<file path="src/rtl/jsu_pkg.sv">
// Package for the JSON string unescaper: result codes, queue sizing and the
// job record passed from the front end to the back end. No dependencies.
package jsu_pkg;

    localparam int QDEPTH = 4;
    localparam int QPTR_W = $clog2(QDEPTH);
    localparam int QCNT_W = $clog2(QDEPTH + 1);

    localparam logic [1:0] KIND_BYTE  = 2'd0;
    localparam logic [1:0] KIND_CLOSE = 2'd1;
    localparam logic [1:0] KIND_ERROR = 2'd2;

    localparam logic [2:0] ST_OK         = 3'd0;
    localparam logic [2:0] ST_EXP_QUOTE  = 3'd1;
    localparam logic [2:0] ST_UNT_ESC    = 3'd2;
    localparam logic [2:0] ST_TRUNC_U    = 3'd3;
    localparam logic [2:0] ST_BAD_HEX    = 3'd4;
    localparam logic [2:0] ST_BAD_ESC    = 3'd5;
    localparam logic [2:0] ST_UNT_STRING = 3'd6;

    // All results caused by one text byte: up to three data bytes, then an
    // optional close or error marker.
    typedef struct packed {
        logic [1:0]      nbytes;
        logic [2:0][7:0] data;
        logic            has_tail;
        logic [1:0]      tail_kind;
        logic [2:0]      tail_status;
    } job_t;

endpackage

</file>
<file path="src/rtl/jsu_text_if.sv">
// Text byte channel: valid/ready handshake with byte and end-of-text mark.
// No dependencies.
interface jsu_text_if;
    logic       valid;
    logic       ready;
    logic [7:0] text_byte;
    logic       text_end;

    modport source (output valid, output text_byte, output text_end, input ready);
    modport sink   (input valid, input text_byte, input text_end, output ready);
endinterface

</file>
<file path="src/rtl/jsu_res_if.sv">
// Result channel: valid/ready handshake with decoded byte, kind, status, last.
// No dependencies.
interface jsu_res_if;
    logic       valid;
    logic       ready;
    logic [7:0] out_byte;
    logic [1:0] kind;
    logic [2:0] status;
    logic       last;

    modport source (output valid, output out_byte, output kind, output status,
                    output last, input ready);
    modport sink   (input valid, input out_byte, input kind, input status,
                    input last, output ready);
endinterface

</file>
<file path="src/rtl/jsu_front.sv">
// Front end: takes text bytes, tracks the parse phase and builds one job per
// byte that causes results. Depends on jsu_pkg and jsu_text_if.
module jsu_front (
    input  logic          clk,
    input  logic          rst_n,
    jsu_text_if.sink      text,
    input  logic          q_full,
    output logic          push,
    output jsu_pkg::job_t job
);
    import jsu_pkg::*;

    localparam logic [2:0] PH_EXPECT  = 3'd0;
    localparam logic [2:0] PH_STRING  = 3'd1;
    localparam logic [2:0] PH_ESCAPE  = 3'd2;
    localparam logic [2:0] PH_HEX     = 3'd3;
    localparam logic [2:0] PH_CLOSED  = 3'd4;
    localparam logic [2:0] PH_ERROR_C = 3'd5;

    logic [2:0]  phase_reg, phase_next;
    logic [11:0] cp_reg, cp_next;
    logic [1:0]  cnt_reg, cnt_next;
    logic        bad_reg, bad_next;

    logic        accept;
    logic [7:0]  b;
    logic        esc_ok;
    logic [7:0]  esc_byte;
    logic        hex_ok;
    logic [3:0]  hex_val;
    logic [15:0] cp_full;

    assign text.ready = !q_full;
    assign accept     = text.valid && text.ready;
    assign b          = text.text_byte;
    assign cp_full    = {cp_reg, hex_val};

    always_comb
    begin
        esc_ok   = 1'b1;
        esc_byte = b;
        unique case (b)
            8'h22, 8'h5C, 8'h2F: esc_byte = b;
            8'h6E:               esc_byte = 8'h0A;
            8'h72:               esc_byte = 8'h0D;
            8'h74:               esc_byte = 8'h09;
            8'h62:               esc_byte = 8'h08;
            8'h66:               esc_byte = 8'h0C;
            default:             esc_ok   = 1'b0;
        endcase
    end

    always_comb
    begin
        hex_ok  = 1'b1;
        hex_val = 4'd0;
        unique case (b) inside
            [8'h30:8'h39]: hex_val = b[3:0];
            [8'h61:8'h66],
            [8'h41:8'h46]: hex_val = b[3:0] + 4'd9;
            default:       hex_ok  = 1'b0;
        endcase
    end

    always_comb
    begin
        phase_next = phase_reg;
        cp_next    = cp_reg;
        cnt_next   = cnt_reg;
        bad_next   = bad_reg;
        job        = '0;

        unique case (phase_reg)
            PH_EXPECT:
            begin
                if (b != 8'h22)
                begin
                    job.has_tail    = 1'b1;
                    job.tail_kind   = KIND_ERROR;
                    job.tail_status = ST_EXP_QUOTE;
                    phase_next      = PH_ERROR_C;
                end
                else if (text.text_end)
                begin
                    job.has_tail    = 1'b1;
                    job.tail_kind   = KIND_ERROR;
                    job.tail_status = ST_UNT_STRING;
                end
                else
                begin
                    phase_next = PH_STRING;
                end
            end
            PH_STRING:
            begin
                if (b == 8'h22)
                begin
                    job.has_tail    = 1'b1;
                    job.tail_kind   = KIND_CLOSE;
                    job.tail_status = ST_OK;
                    phase_next      = PH_CLOSED;
                end
                else if (b == 8'h5C)
                begin
                    if (text.text_end)
                    begin
                        job.has_tail    = 1'b1;
                        job.tail_kind   = KIND_ERROR;
                        job.tail_status = ST_UNT_ESC;
                    end
                    else
                    begin
                        phase_next = PH_ESCAPE;
                    end
                end
                else
                begin
                    job.nbytes      = 2'd1;
                    job.data[0]     = b;
                    job.has_tail    = text.text_end;
                    job.tail_kind   = KIND_ERROR;
                    job.tail_status = ST_UNT_STRING;
                end
            end
            PH_ESCAPE:
            begin
                if (esc_ok)
                begin
                    job.nbytes      = 2'd1;
                    job.data[0]     = esc_byte;
                    job.has_tail    = text.text_end;
                    job.tail_kind   = KIND_ERROR;
                    job.tail_status = ST_UNT_STRING;
                    phase_next      = PH_STRING;
                end
                else if (b == 8'h75)
                begin
                    cp_next  = '0;
                    cnt_next = '0;
                    bad_next = 1'b0;
                    if (text.text_end)
                    begin
                        job.has_tail    = 1'b1;
                        job.tail_kind   = KIND_ERROR;
                        job.tail_status = ST_TRUNC_U;
                    end
                    else
                    begin
                        phase_next = PH_HEX;
                    end
                end
                else
                begin
                    job.has_tail    = 1'b1;
                    job.tail_kind   = KIND_ERROR;
                    job.tail_status = ST_BAD_ESC;
                    phase_next      = PH_ERROR_C;
                end
            end
            PH_HEX:
            begin
                if (cnt_reg != 2'd3)
                begin
                    cnt_next        = cnt_reg + 2'd1;
                    cp_next         = cp_full[11:0];
                    bad_next        = bad_reg || !hex_ok;
                    job.has_tail    = text.text_end;
                    job.tail_kind   = KIND_ERROR;
                    job.tail_status = ST_TRUNC_U;
                end
                else
                begin
                    cnt_next = '0;
                    cp_next  = '0;
                    if (bad_reg || !hex_ok)
                    begin
                        job.has_tail    = 1'b1;
                        job.tail_kind   = KIND_ERROR;
                        job.tail_status = ST_BAD_HEX;
                        phase_next      = PH_ERROR_C;
                    end
                    else
                    begin
                        // UTF-8: 1, 2 or 3 bytes depending on code point size
                        if (cp_full[15:7] == '0)
                        begin
                            job.nbytes  = 2'd1;
                            job.data[0] = {1'b0, cp_full[6:0]};
                        end
                        else if (cp_full[15:11] == '0)
                        begin
                            job.nbytes  = 2'd2;
                            job.data[0] = {3'b110, cp_full[10:6]};
                            job.data[1] = {2'b10, cp_full[5:0]};
                        end
                        else
                        begin
                            job.nbytes  = 2'd3;
                            job.data[0] = {4'b1110, cp_full[15:12]};
                            job.data[1] = {2'b10, cp_full[11:6]};
                            job.data[2] = {2'b10, cp_full[5:0]};
                        end
                        job.has_tail    = text.text_end;
                        job.tail_kind   = KIND_ERROR;
                        job.tail_status = ST_UNT_STRING;
                        phase_next      = PH_STRING;
                    end
                end
            end
            default:
            begin
                // closed or error: drop bytes until end of text
            end
        endcase

        if (text.text_end)
        begin
            phase_next = PH_EXPECT;
            cp_next    = '0;
            cnt_next   = '0;
            bad_next   = 1'b0;
        end
    end

    assign push = accept && ((job.nbytes != 2'd0) || job.has_tail);

    always_ff @(posedge clk or negedge rst_n)
    begin
        if (!rst_n)
        begin
            phase_reg <= PH_EXPECT;
            cp_reg    <= '0;
            cnt_reg   <= '0;
            bad_reg   <= 1'b0;
        end
        else if (accept)
        begin
            phase_reg <= phase_next;
            cp_reg    <= cp_next;
            cnt_reg   <= cnt_next;
            bad_reg   <= bad_next;
        end
    end

endmodule

</file>
<file path="src/rtl/jsu_queue.sv">
// Job queue between front and back end. Depends on jsu_pkg.
module jsu_queue (
    input  logic          clk,
    input  logic          rst_n,
    input  logic          push,
    input  jsu_pkg::job_t push_job,
    input  logic          pop,
    output logic          full,
    output logic          empty,
    output jsu_pkg::job_t head
);
    import jsu_pkg::*;

    job_t              mem_reg [QDEPTH];
    logic [QPTR_W-1:0] wr_reg, rd_reg;
    logic [QCNT_W-1:0] cnt_reg;

    assign full  = (cnt_reg == QCNT_W'(QDEPTH));
    assign empty = (cnt_reg == '0);
    assign head  = mem_reg[rd_reg];

    always_ff @(posedge clk)
    begin
        if (push)
        begin
            mem_reg[wr_reg] <= push_job;
        end
    end

    always_ff @(posedge clk or negedge rst_n)
    begin
        if (!rst_n)
        begin
            wr_reg  <= '0;
            rd_reg  <= '0;
            cnt_reg <= '0;
        end
        else
        begin
            if (push)
            begin
                wr_reg <= wr_reg + QPTR_W'(1);
            end
            if (pop)
            begin
                rd_reg <= rd_reg + QPTR_W'(1);
            end
            if (push && !pop)
            begin
                cnt_reg <= cnt_reg + QCNT_W'(1);
            end
            else if (pop && !push)
            begin
                cnt_reg <= cnt_reg - QCNT_W'(1);
            end
        end
    end

endmodule

</file>
<file path="src/rtl/jsu_back.sv">
// Back end: walks the head job one result per cycle into the output
// register unless it is stalled. Depends on jsu_pkg and jsu_res_if.
module jsu_back (
    input  logic          clk,
    input  logic          rst_n,
    input  jsu_pkg::job_t head,
    input  logic          q_empty,
    output logic          pop,
    jsu_res_if.source     res
);
    import jsu_pkg::*;

    logic [1:0] idx_reg;
    logic       ov_reg;
    logic [7:0] byte_reg;
    logic [1:0] kind_reg;
    logic [2:0] status_reg;
    logic       last_reg;

    logic [2:0] total;
    logic       load;
    logic       is_last;
    logic       is_data;

    assign total   = {1'b0, head.nbytes} + {2'b00, head.has_tail};
    assign is_last = ({1'b0, idx_reg} + 3'd1) == total;
    assign is_data = idx_reg < head.nbytes;
    assign load    = !q_empty && (!ov_reg || res.ready);
    assign pop     = load && is_last;

    assign res.valid    = ov_reg;
    assign res.out_byte = byte_reg;
    assign res.kind     = kind_reg;
    assign res.status   = status_reg;
    assign res.last     = last_reg;

    always_ff @(posedge clk)
    begin
        if (load)
        begin
            last_reg <= is_last;
            if (is_data)
            begin
                byte_reg   <= head.data[idx_reg];
                kind_reg   <= KIND_BYTE;
                status_reg <= ST_OK;
            end
            else
            begin
                byte_reg   <= 8'h00;
                kind_reg   <= head.tail_kind;
                status_reg <= head.tail_status;
            end
        end
    end

    always_ff @(posedge clk or negedge rst_n)
    begin
        if (!rst_n)
        begin
            ov_reg  <= 1'b0;
            idx_reg <= '0;
        end
        else
        begin
            if (load)
            begin
                ov_reg  <= 1'b1;
                idx_reg <= is_last ? 2'd0 : idx_reg + 2'd1;
            end
            else if (res.ready)
            begin
                ov_reg <= 1'b0;
            end
        end
    end

endmodule

</file>
<file path="src/rtl/json_string_unescape_utf8_top.sv">
// JSON string unescaper with UTF-8 output. The text channel takes one byte
// per cycle whenever the four-entry job queue has room; the front end decodes
// the byte (quote, backslash escapes, \uXXXX collection) in that same cycle
// and queues every result the byte causes as one job. The back end drains
// jobs into the output register at one result per cycle unless the port
// stalls, so a byte that yields several results holds the result port until
// all are taken: sustained throughput is one result per cycle, set by the
// output port, and one text byte per cycle for ordinary string bytes. A
// byte's first result passes through the job queue and the output register.
// Errors come out as kind 2 with a status code; after an error or a closing
// quote input is dropped silently until text_end. Every transaction's final
// result carries last. No configuration, no clearing pass.
// Depends on jsu_pkg, jsu_text_if, jsu_res_if, jsu_front, jsu_queue, jsu_back.
module json_string_unescape_utf8_top (
    input  logic      clk,
    input  logic      rst_n,
    jsu_text_if.sink  text,
    jsu_res_if.source res
);
    import jsu_pkg::*;

    // front -> queue
    job_t push_job;
    logic push;
    logic q_full;

    // queue -> back
    job_t head;
    logic q_empty;
    logic pop;

    jsu_front u_front (
        .clk    (clk),
        .rst_n  (rst_n),
        .text   (text),
        .q_full (q_full),
        .push   (push),
        .job    (push_job)
    );

    // Lets the front keep taking bytes while multi-byte results drain.
    jsu_queue u_queue (
        .clk      (clk),
        .rst_n    (rst_n),
        .push     (push),
        .push_job (push_job),
        .pop      (pop),
        .full     (q_full),
        .empty    (q_empty),
        .head     (head)
    );

    jsu_back u_back (
        .clk     (clk),
        .rst_n   (rst_n),
        .head    (head),
        .q_empty (q_empty),
        .pop     (pop),
        .res     (res)
    );

endmodule

</file>
<file path="src/flat_wrapper.sv">
// flat-port wrapper written by rule: the top's interface ports become plain ports
module json_string_unescape_utf8_top_flat import jsu_pkg::*;
  (clk, rst_n, text_valid, text_text_byte, text_text_end, text_ready, res_valid, res_out_byte, res_kind, res_status, res_last, res_ready);
  jsu_text_if text_i ();
  jsu_res_if res_i ();
  input  logic clk;
  input  logic rst_n;
  input wire logic [$bits(text_i.valid)-1:0] text_valid;
  input wire logic [$bits(text_i.text_byte)-1:0] text_text_byte;
  input wire logic [$bits(text_i.text_end)-1:0] text_text_end;
  output wire logic [$bits(text_i.ready)-1:0] text_ready;
  output wire logic [$bits(res_i.valid)-1:0] res_valid;
  output wire logic [$bits(res_i.out_byte)-1:0] res_out_byte;
  output wire logic [$bits(res_i.kind)-1:0] res_kind;
  output wire logic [$bits(res_i.status)-1:0] res_status;
  output wire logic [$bits(res_i.last)-1:0] res_last;
  input wire logic [$bits(res_i.ready)-1:0] res_ready;
  assign text_i.valid = text_valid;
  assign text_i.text_byte = text_text_byte;
  assign text_i.text_end = text_text_end;
  assign text_ready = text_i.ready;
  assign res_valid = res_i.valid;
  assign res_out_byte = res_i.out_byte;
  assign res_kind = res_i.kind;
  assign res_status = res_i.status;
  assign res_last = res_i.last;
  assign res_i.ready = res_ready;
  json_string_unescape_utf8_top u_core (.clk(clk), .rst_n(rst_n), .text(text_i), .res(res_i));
endmodule
</file>
<file path="config.mk">
export PLATFORM = sky130hd
export DESIGN_NAME = json_string_unescape_utf8_top_flat
export DESIGN_NICKNAME = d
export VERILOG_FILES = /design/src/rtl/jsu_pkg.sv /design/src/rtl/jsu_text_if.sv /design/src/rtl/jsu_res_if.sv /design/src/rtl/jsu_front.sv /design/src/rtl/jsu_queue.sv /design/src/rtl/jsu_back.sv /design/src/rtl/json_string_unescape_utf8_top.sv /design/src/flat_wrapper.sv
export SDC_FILE = /design/constraint.sdc
export NUM_CORES = 1
export LEC_CHECK = 0
export BUFFER_PORTS_ARGS = -buffer_cell sky130_fd_sc_hd__buf_2
export CORE_ASPECT_RATIO = 2
export CORE_UTILIZATION = 67
export DETAILED_ROUTE_END_ITERATION = 10
export HOLD_SLACK_MARGIN = 0.05
export PLACE_DENSITY = 0.9
export SLEW_MARGIN = 25
export SYNTH_ARGS = -nofsm -noshare
export SYNTH_HDL_FRONTEND = slang
export SYNTH_HIERARCHICAL = 1
export SYNTH_SLANG_ARGS = --single-unit
</file>
<file path="constraint.sdc">
create_clock -name clk -period 6.1 [get_ports clk]
set_clock_uncertainty 0.15 [all_clocks]
set_input_delay 0.915 -clock clk [delete_from_list [all_inputs] [get_ports clk]]
set_output_delay 0.915 -clock clk [all_outputs]
set_load 0.01 [all_outputs]
</file>
==> run_results.csv, run 1 <==
group,metric,value,unit
hold_path,holdCritPathClass,"flop to flop",
synthesis,netlist_instances,555,
layout,fin_cells,741,
synthesis,yosysWarnings,6,
status,violations,"design-rule violations",
sta,drv_slew,0,
layout,layout_common_cells,"edfxtp_1, nand2_1, nor2_1",
synthesis,async_flop_share,0.165,
worst_setup_path,crit_slowest_cell,"a2111oi_2",
sta,worst_slew_pin_slew,792,ps
worst_setup_path,cp-start-kind,"input port",
worst_setup_path,critPathCaptureType,"flop",
worst_setup_path,crit_type,"input port to flop",
synthesis,synth_seq_cells,170,
clocking,root_buffer,"clkbuf_16",
clocking,insertion_delay,430,ps
synthesis,synth_area_leaders,"edfxtp_1, dfrtp_1, mux4_2, nand2_1, ha_1",
layout,largest_reg_flops,128,
global_route,grt_pass1_vias,5125,
synthesis,synth_area_per_cell,14.4,µm²
worst_setup_path,path_cells,"buf_2 -> inv_1 -> ha_1 -> nand2b_1 -> a2111oi_2 -> o21ai_1 -> nor2b_1 -> a31oi_1 -> ha_1 -> inv_1 -> fa_1 -> xor2_1 -> nor2_1 -> xor2_1",
worst_setup_path,regToRegSetupSlack,1990,ps
route,first_pass_iters,8,
global_route,track_usage,0.324,
synthesis,synth_largest_area_cell,"edfxtp_1",
run,drv_cap,0,
synthesis,synth-edff-count,142,
worst_setup_path,slowest_delay,760,ps
route,wl_per_cell,25.0,µm
placement,dp_hpwl,12.1,mm
status,outcome,"complete, but fails checks",
placement,gp_congestion,0.969,
worst_setup_path,critPathArrivalTime,4750,ps
floorplan,die_w,79.2,µm
synthesis,synth.top_cell.area_share,0.534,
route,drc,1,
layout,area_growth,10.3,%
global_route,grt_pass1_wl,28.6,mm
synthesis,ys_types,77,
clocking,htreeDepth,4,
layout,fillers,667,
floorplan,rows,56,
power,power.static_leakage,0.00318,µW
power,peakVddDrop,0.310,mV
floorplan,start_util,0.686,
layout,n_antenna_cell,0,
layout,drive_gt1_frac,0.216,
layout,nNetsFinal,611,
route,drt-total-wl,18.6,mm
clocking,cts_tree,"built",
synthesis,yosysSeqAreaShare,0.622,
floorplan,fp.dieH,156,µm
sta,max_freq,0.220,GHz
clocking,clk_path_buf_depth,2,
sta,period_minus_slack,4540,ps
clocking,numClockSinks,170,
floorplan,ios,29,
placement,portBuffers,28,
sta,setup_tns,0,ps
route,drt_iter0_drc,655,
sta,finalHoldViolCount,0,
route,vias,5170,
sta,grt_setup_unrepaired,"no",
floorplan,core-area,11600,µm²
sta,setup_viol_count_final,0,
worst_setup_path,cp_max_fo,9,
global_route,antenna_found_initial,0,
layout,final_common_cell,"edfxtp_1",
sta,hold_slack,344,ps
clocking,hold_buffers,0,
synthesis,synthesis.area,7980,µm²
placement,dp_cells,709,
route,routed_via_density,6.98,
clocking,cts_buffers,17,
clocking,cts_resized,0,
route,drtAntennaViolNets,0,
global_route,grt-ovfl-total,0,
worst_setup_path,cp.required,6310,ps
clocking,cts_setup_buffers,0,
sta,slew_headroom,0.468,
clocking,cts.clk_slew.worst_paths,70,ps
global_route,grt_max_degree,33,
power,power_density,497,nW/µm²
sta,post-route-period-util,0.744,
floorplan,dieArea,12400,µm²
synthesis,ys.flop_type,"edfxtp_1",
routing by layer:
metal / track usage / part of all wire / vias to the layer above
met5: 0 / 0 / -
met4: 0.149 / 0.044 / 0
met3: 0.0612 / 0.074 / 80
met2: 0.563 / 0.54 / 368
met1: 0.386 / 0.34 / 2540
li1: - / - / 2182
cell usage after synthesis (all sizes together) (9+ instances only):
cell,count
nand2,63
ha,14
and2,11
nand2b,13
buf,18
mux4,32
edfxtp,142
clkbuf,9
o21ai,27
inv,18
nor2,34
a21oi,31
dfrtp,28
mux2,10
path summary, 6_finish.rpt:
path,from,endpoint,depth (start not counted)
hold / removal,u_core/u_front/cnt_reg[0],u_core/u_front/cnt_reg[0],1
hold reg to reg,u_core/u_front/cnt_reg[0],u_core/u_front/cnt_reg[0],1
setup / recovery,text_text_byte[0],u_core/u_queue/cnt_reg[2],14
setup reg to reg,u_core/u_queue/rd_reg[1],u_core/u_queue/cnt_reg[1],12
max in group asynchronous,rst_n,u_core/u_queue/rd_reg[0],1
min in group asynchronous,rst_n,u_core/u_queue/cnt_reg[2],1
kinds of logic after synthesis:
| logic type | after synthesis | share of synthesized area |
|---|---|---|
| AOI/OAI and AO/OA | 103 | 0.0912 |
| DFF | 170 | 0.622 |
| xor gates and xnor gates | 10 | 0.0110 |
| muxes | 44 | 0.109 |
| and+or+nand+nor | 166 | 0.108 |
| adders and majority gates | 15 | 0.0244 |
| buffers and inverters | 46 | 0.0343 |
| other | 1 | 0.000470 |
layout make-up:
cell class,count,area (µm²),area share
multi-input cells,340,2760,0.313
inverters,19,71.3,0.00810
well taps,145,181,0.0206
repair buffers,35,193,0.0219
clock buffers,18,429,0.0487
clock inverters,14,210,0.0239
flip-flops and latches,170,4970,0.564
power breakdown:
part | switching (µW) | leakage, µW | internal [µW]
combinational | 807 | 0.00117 | 581
clock | 477 | 0.000312 | 699
sequential | 182 | 0.00170 | 1630
total | 1470 | 0.00318 | 2910
through the flow:
stage	instance area (µm²)	total power [µW]	setup WS, ps	util
2_1_floorplan	7990	2820	1830	-
3_3_place_gp	8160	3050	1510	0.702
3_5_place_dp	8170	3180	1300	0.702
4_1_cts	8810	4380	1680	0.757
5_1_grt	8810	4550	1380	0.757
6_report	8810	4380	1560	0.757
critical path: cells and delay by family:
family                   cells  cell delay, ps
AO/OA/AOI/OAI                3            1620
adder cells (fa/ha/maj)      3             980
AND/OR/NAND/NOR              3             580
buffers and inverters        3             350
XOR/XNOR                     2             300
Note: power is estimated with default switching activity, not from simulation.
==> run 2: changes to the inputs <==
--- a/config.mk
+++ b/config.mk
@@ -7,10 +7,10 @@
 export LEC_CHECK = 0
 export BUFFER_PORTS_ARGS = -buffer_cell sky130_fd_sc_hd__buf_2
 export CORE_ASPECT_RATIO = 2
-export CORE_UTILIZATION = 67
+export CORE_UTILIZATION = 62
 export DETAILED_ROUTE_END_ITERATION = 10
 export HOLD_SLACK_MARGIN = 0.05
-export PLACE_DENSITY = 0.9
+export PLACE_DENSITY = 0.85
 export SLEW_MARGIN = 25
 export SYNTH_ARGS = -nofsm -noshare
 export SYNTH_HDL_FRONTEND = slang
==> constraint.sdc (replaced) <==
create_clock -name clk -period 4.7 [get_ports clk]
set_clock_uncertainty 0.15 [all_clocks]
set_input_delay 0.705 -clock clk [delete_from_list [all_inputs] [get_ports clk]]
set_output_delay 0.705 -clock clk [all_outputs]
set_load 0.01 [all_outputs]
==> run 2 against run 1 <==
  * Setup slack lost 640 ps
  * First-iteration DRC count down 44%
  * Die area rose by 7.9%
  * Cell area unchanged
  * Register-to-register slack lost 940 ps
  * The flow now finishes without violations
  * Flip-flop and latch count unchanged
  * Clock-buffer cell count stayed put
  * Critical path depth rose by 3
  * Routed wire length down 6.1%
==> run_results.csv, run 2 (synthesized netlist as in run 1, its figures left out) <==
group,metric,value,unit
layout,drive_gt1_frac,0.224,
clocking,cts_setup_buffers,0,
worst_setup_path,critPathArrivalTime,3990,ps
global_route,grt-ovfl-total,0,
route,drt-total-wl,17.4,mm
floorplan,die_w,82.2,µm
worst_setup_path,reg2reg_to,"u_core/u_queue/cnt_reg[1]",
layout,layout_common_cells,"edfxtp_1, nand2_1, nor2_1",
power,comb_power_share,0.323,
worst_setup_path,cp.required,4910,ps
route,wl_per_cell,23.2,µm
clocking,htreeDepth,4,
sta,setup_tns,0,ps
placement,dp_hpwl,11.6,mm
sta,drv_slew,0,
sta,period_minus_slack,3780,ps
sta,grt_setup_unrepaired,"no",
global_route,grtUsageMet3,0.0549,
worst_setup_path,path_buf_inv,5,
power,pwr-share-clk,0.250,
sta,finalHoldViolCount,0,
layout,nNetsFinal,617,
route,vias,4945,
worst_setup_path,cp_max_fo,9,
status,outcome,"finished clean",
floorplan,rows,58,
worst_setup_path,path_cells,"buf_2 -> inv_1 -> ha_1 -> nand2_1 -> or4_1 -> o31ai_2 -> o21ai_1 -> nor2b_1 -> buf_4 -> a31oi_1 -> buf_4 -> ha_1 -> inv_1 -> fa_1 -> xor2_1 -> nor2_1 -> xor2_1",
power,switching_power,1840,µW
power,p_int,3640,µW
power,peakVddDrop,0.435,mV
floorplan,ios,29,
placement,gp_congestion,0.958,
power,power.static_leakage,0.00317,µW
global_route,busiest_layer,"met2",
clocking,cts_tree,"built",
clocking,hold_buffers,0,
global_route,track_usage,0.285,
worst_setup_path,critPathCaptureType,"flop",
floorplan,fp.dieH,162,µm
worst_setup_path,worstReg2RegStart,"u_core/u_queue/rd_reg[0]",
run,drv_cap,0,
sta,setup_slack,924,ps
worst_setup_path,path_delay_family,"adder cells",
power,seqPwrFrac,0.427,
sta,max_freq,0.265,GHz
layout,area_growth,10.3,%
power,power_density,622,nW/µm²
worst_setup_path,crit_type,"input port to flop",
worst_setup_path,regToRegSetupSlack,1050,ps
global_route,grt_max_degree,33,
layout,largest_reg_flops,128,
sta,slew_headroom,0.481,
worst_setup_path,slowest_delay,440,ps
global_route,grt_pass1_wl,26.8,mm
sta,worst_slew_pin_slew,773,ps
placement,portBuffers,28,
route,first_pass_iters,5,
route,drt_iter0_drc,368,
worst_setup_path,crit_slowest_cell,"or4_1",
clocking,numClockSinks,170,
floorplan,core-area,12600,µm²
floorplan,dieArea,13400,µm²
sta,post-route-period-util,0.803,
route,drc,0,
layout,n_antenna_cell,0,
global_route,grtUsageMet1,0.320,
hold_path,holdCritPathClass,"input port to async pin",
floorplan,start_util,0.636,
layout,final_common_cell,"edfxtp_1",
clocking,cts.clk_slew.worst_paths,70,ps
global_route,grtUsageMet2,0.486,
placement,pre_cts_ws,514,ps
clocking,insertion_delay,430,ps
worst_setup_path,r2r_cells,11,
global_route,grt_pass1_vias,5063,
clocking,cts_buffers,17,
clocking,cts_resized,0,
clocking,clk_path_buf_depth,2,
route,routed_via_density,6.58,
power,netSwitchingFraction,0.335,
sta,setup_viol_count_final,0,
route,drtAntennaViolNets,0,
clocking,root_buffer,"clkbuf_16",
global_route,antenna_found_initial,0,
layout,fillers,804,
worst_setup_path,cp-start-kind,"input port",
-- run 2: cell count changes in the layout (fill, tap and decap cells not counted), sizes merged --
cell	change
clkinv	+1
bufinv	-3
clkinvlp	+2
buf	+6
-- run 2: power by group through the flow --
stage | sequential (µW) | clock [µW] | combinational [µW]
3_5_place_dp | 2360 | 0 | 1760
4_1_cts | 2340 | 1380 | 1780
2_1_floorplan | 2280 | 0 | 1380
5_1_grt | 2380 | 1440 | 1920
3_3_place_gp | 2330 | 0 | 1660
6_report | 2340 | 1370 | 1770
-- run 2: final cells by class --
cell class / instances / area (µm²) / share of cell area
Multi-Input combinational cell: 340 / 2760 / 0.313
Clock buffer: 18 / 429 / 0.0487
Tap cell: 150 / 188 / 0.0213
Timing Repair Buffer: 41 / 238 / 0.0270
Inverter: 19 / 71.3 / 0.00810
Clock inverter: 14 / 159 / 0.0180
Sequential cell: 170 / 4970 / 0.564
-- run 2: worst max path at each step --
stage                                 start                            to  slack, ps  cells after the start
after floorplan           text_text_byte[1]  u_core/u_queue/mem_reg[2][0]        640                     10
after global placement    text_text_byte[0]     u_core/u_queue/cnt_reg[2]        630                     17
after detailed placement  text_text_byte[0]     u_core/u_queue/cnt_reg[2]        510                     17
after CTS                 text_text_byte[0]     u_core/u_queue/cnt_reg[2]        960                     17
after global routing      text_text_byte[0]     u_core/u_queue/cnt_reg[2]        710                     17
final                     text_text_byte[0]     u_core/u_queue/cnt_reg[2]        920                     17
-- run 2: metal layers --
metal	share of wire	vias to the layer above
met3	0.043	55
li1	-	2198
met5	0	-
met1	0.36	2462
met2	0.56	230
met4	0.044	0
-- run 2: stage by stage --
| step | area [µm²] | utilization | hold slack [ps] | std cells | power, µW |
|---|---|---|---|---|---|
| 6_report | 8810 | 0.702 | 174 | 752 | 5480 |
| 5_1_grt | 8810 | 0.702 | 217 | 752 | 5740 |
| 4_1_cts | 8810 | 0.702 | 194 | 752 | 5500 |
| 3_5_place_dp | 8220 | 0.655 | 336 | 720 | 4120 |
| 3_3_place_gp | 8210 | 0.654 | 322 | 720 | 3980 |
| 2_1_floorplan | 7990 | - | 259 | 556 | 3650 |
-- run 2: worst register-to-register path, stage by stage, from the launching register on --
cell and delay (ps):
dfrtp_2 590, mux4_2 570, ha_1 210, ha_1 280, xor2_1 190, nor3_2 240, and2_1 260, inv_1 70
ha_1 210, inv_1 80, fa_1 410, mux2_2 280
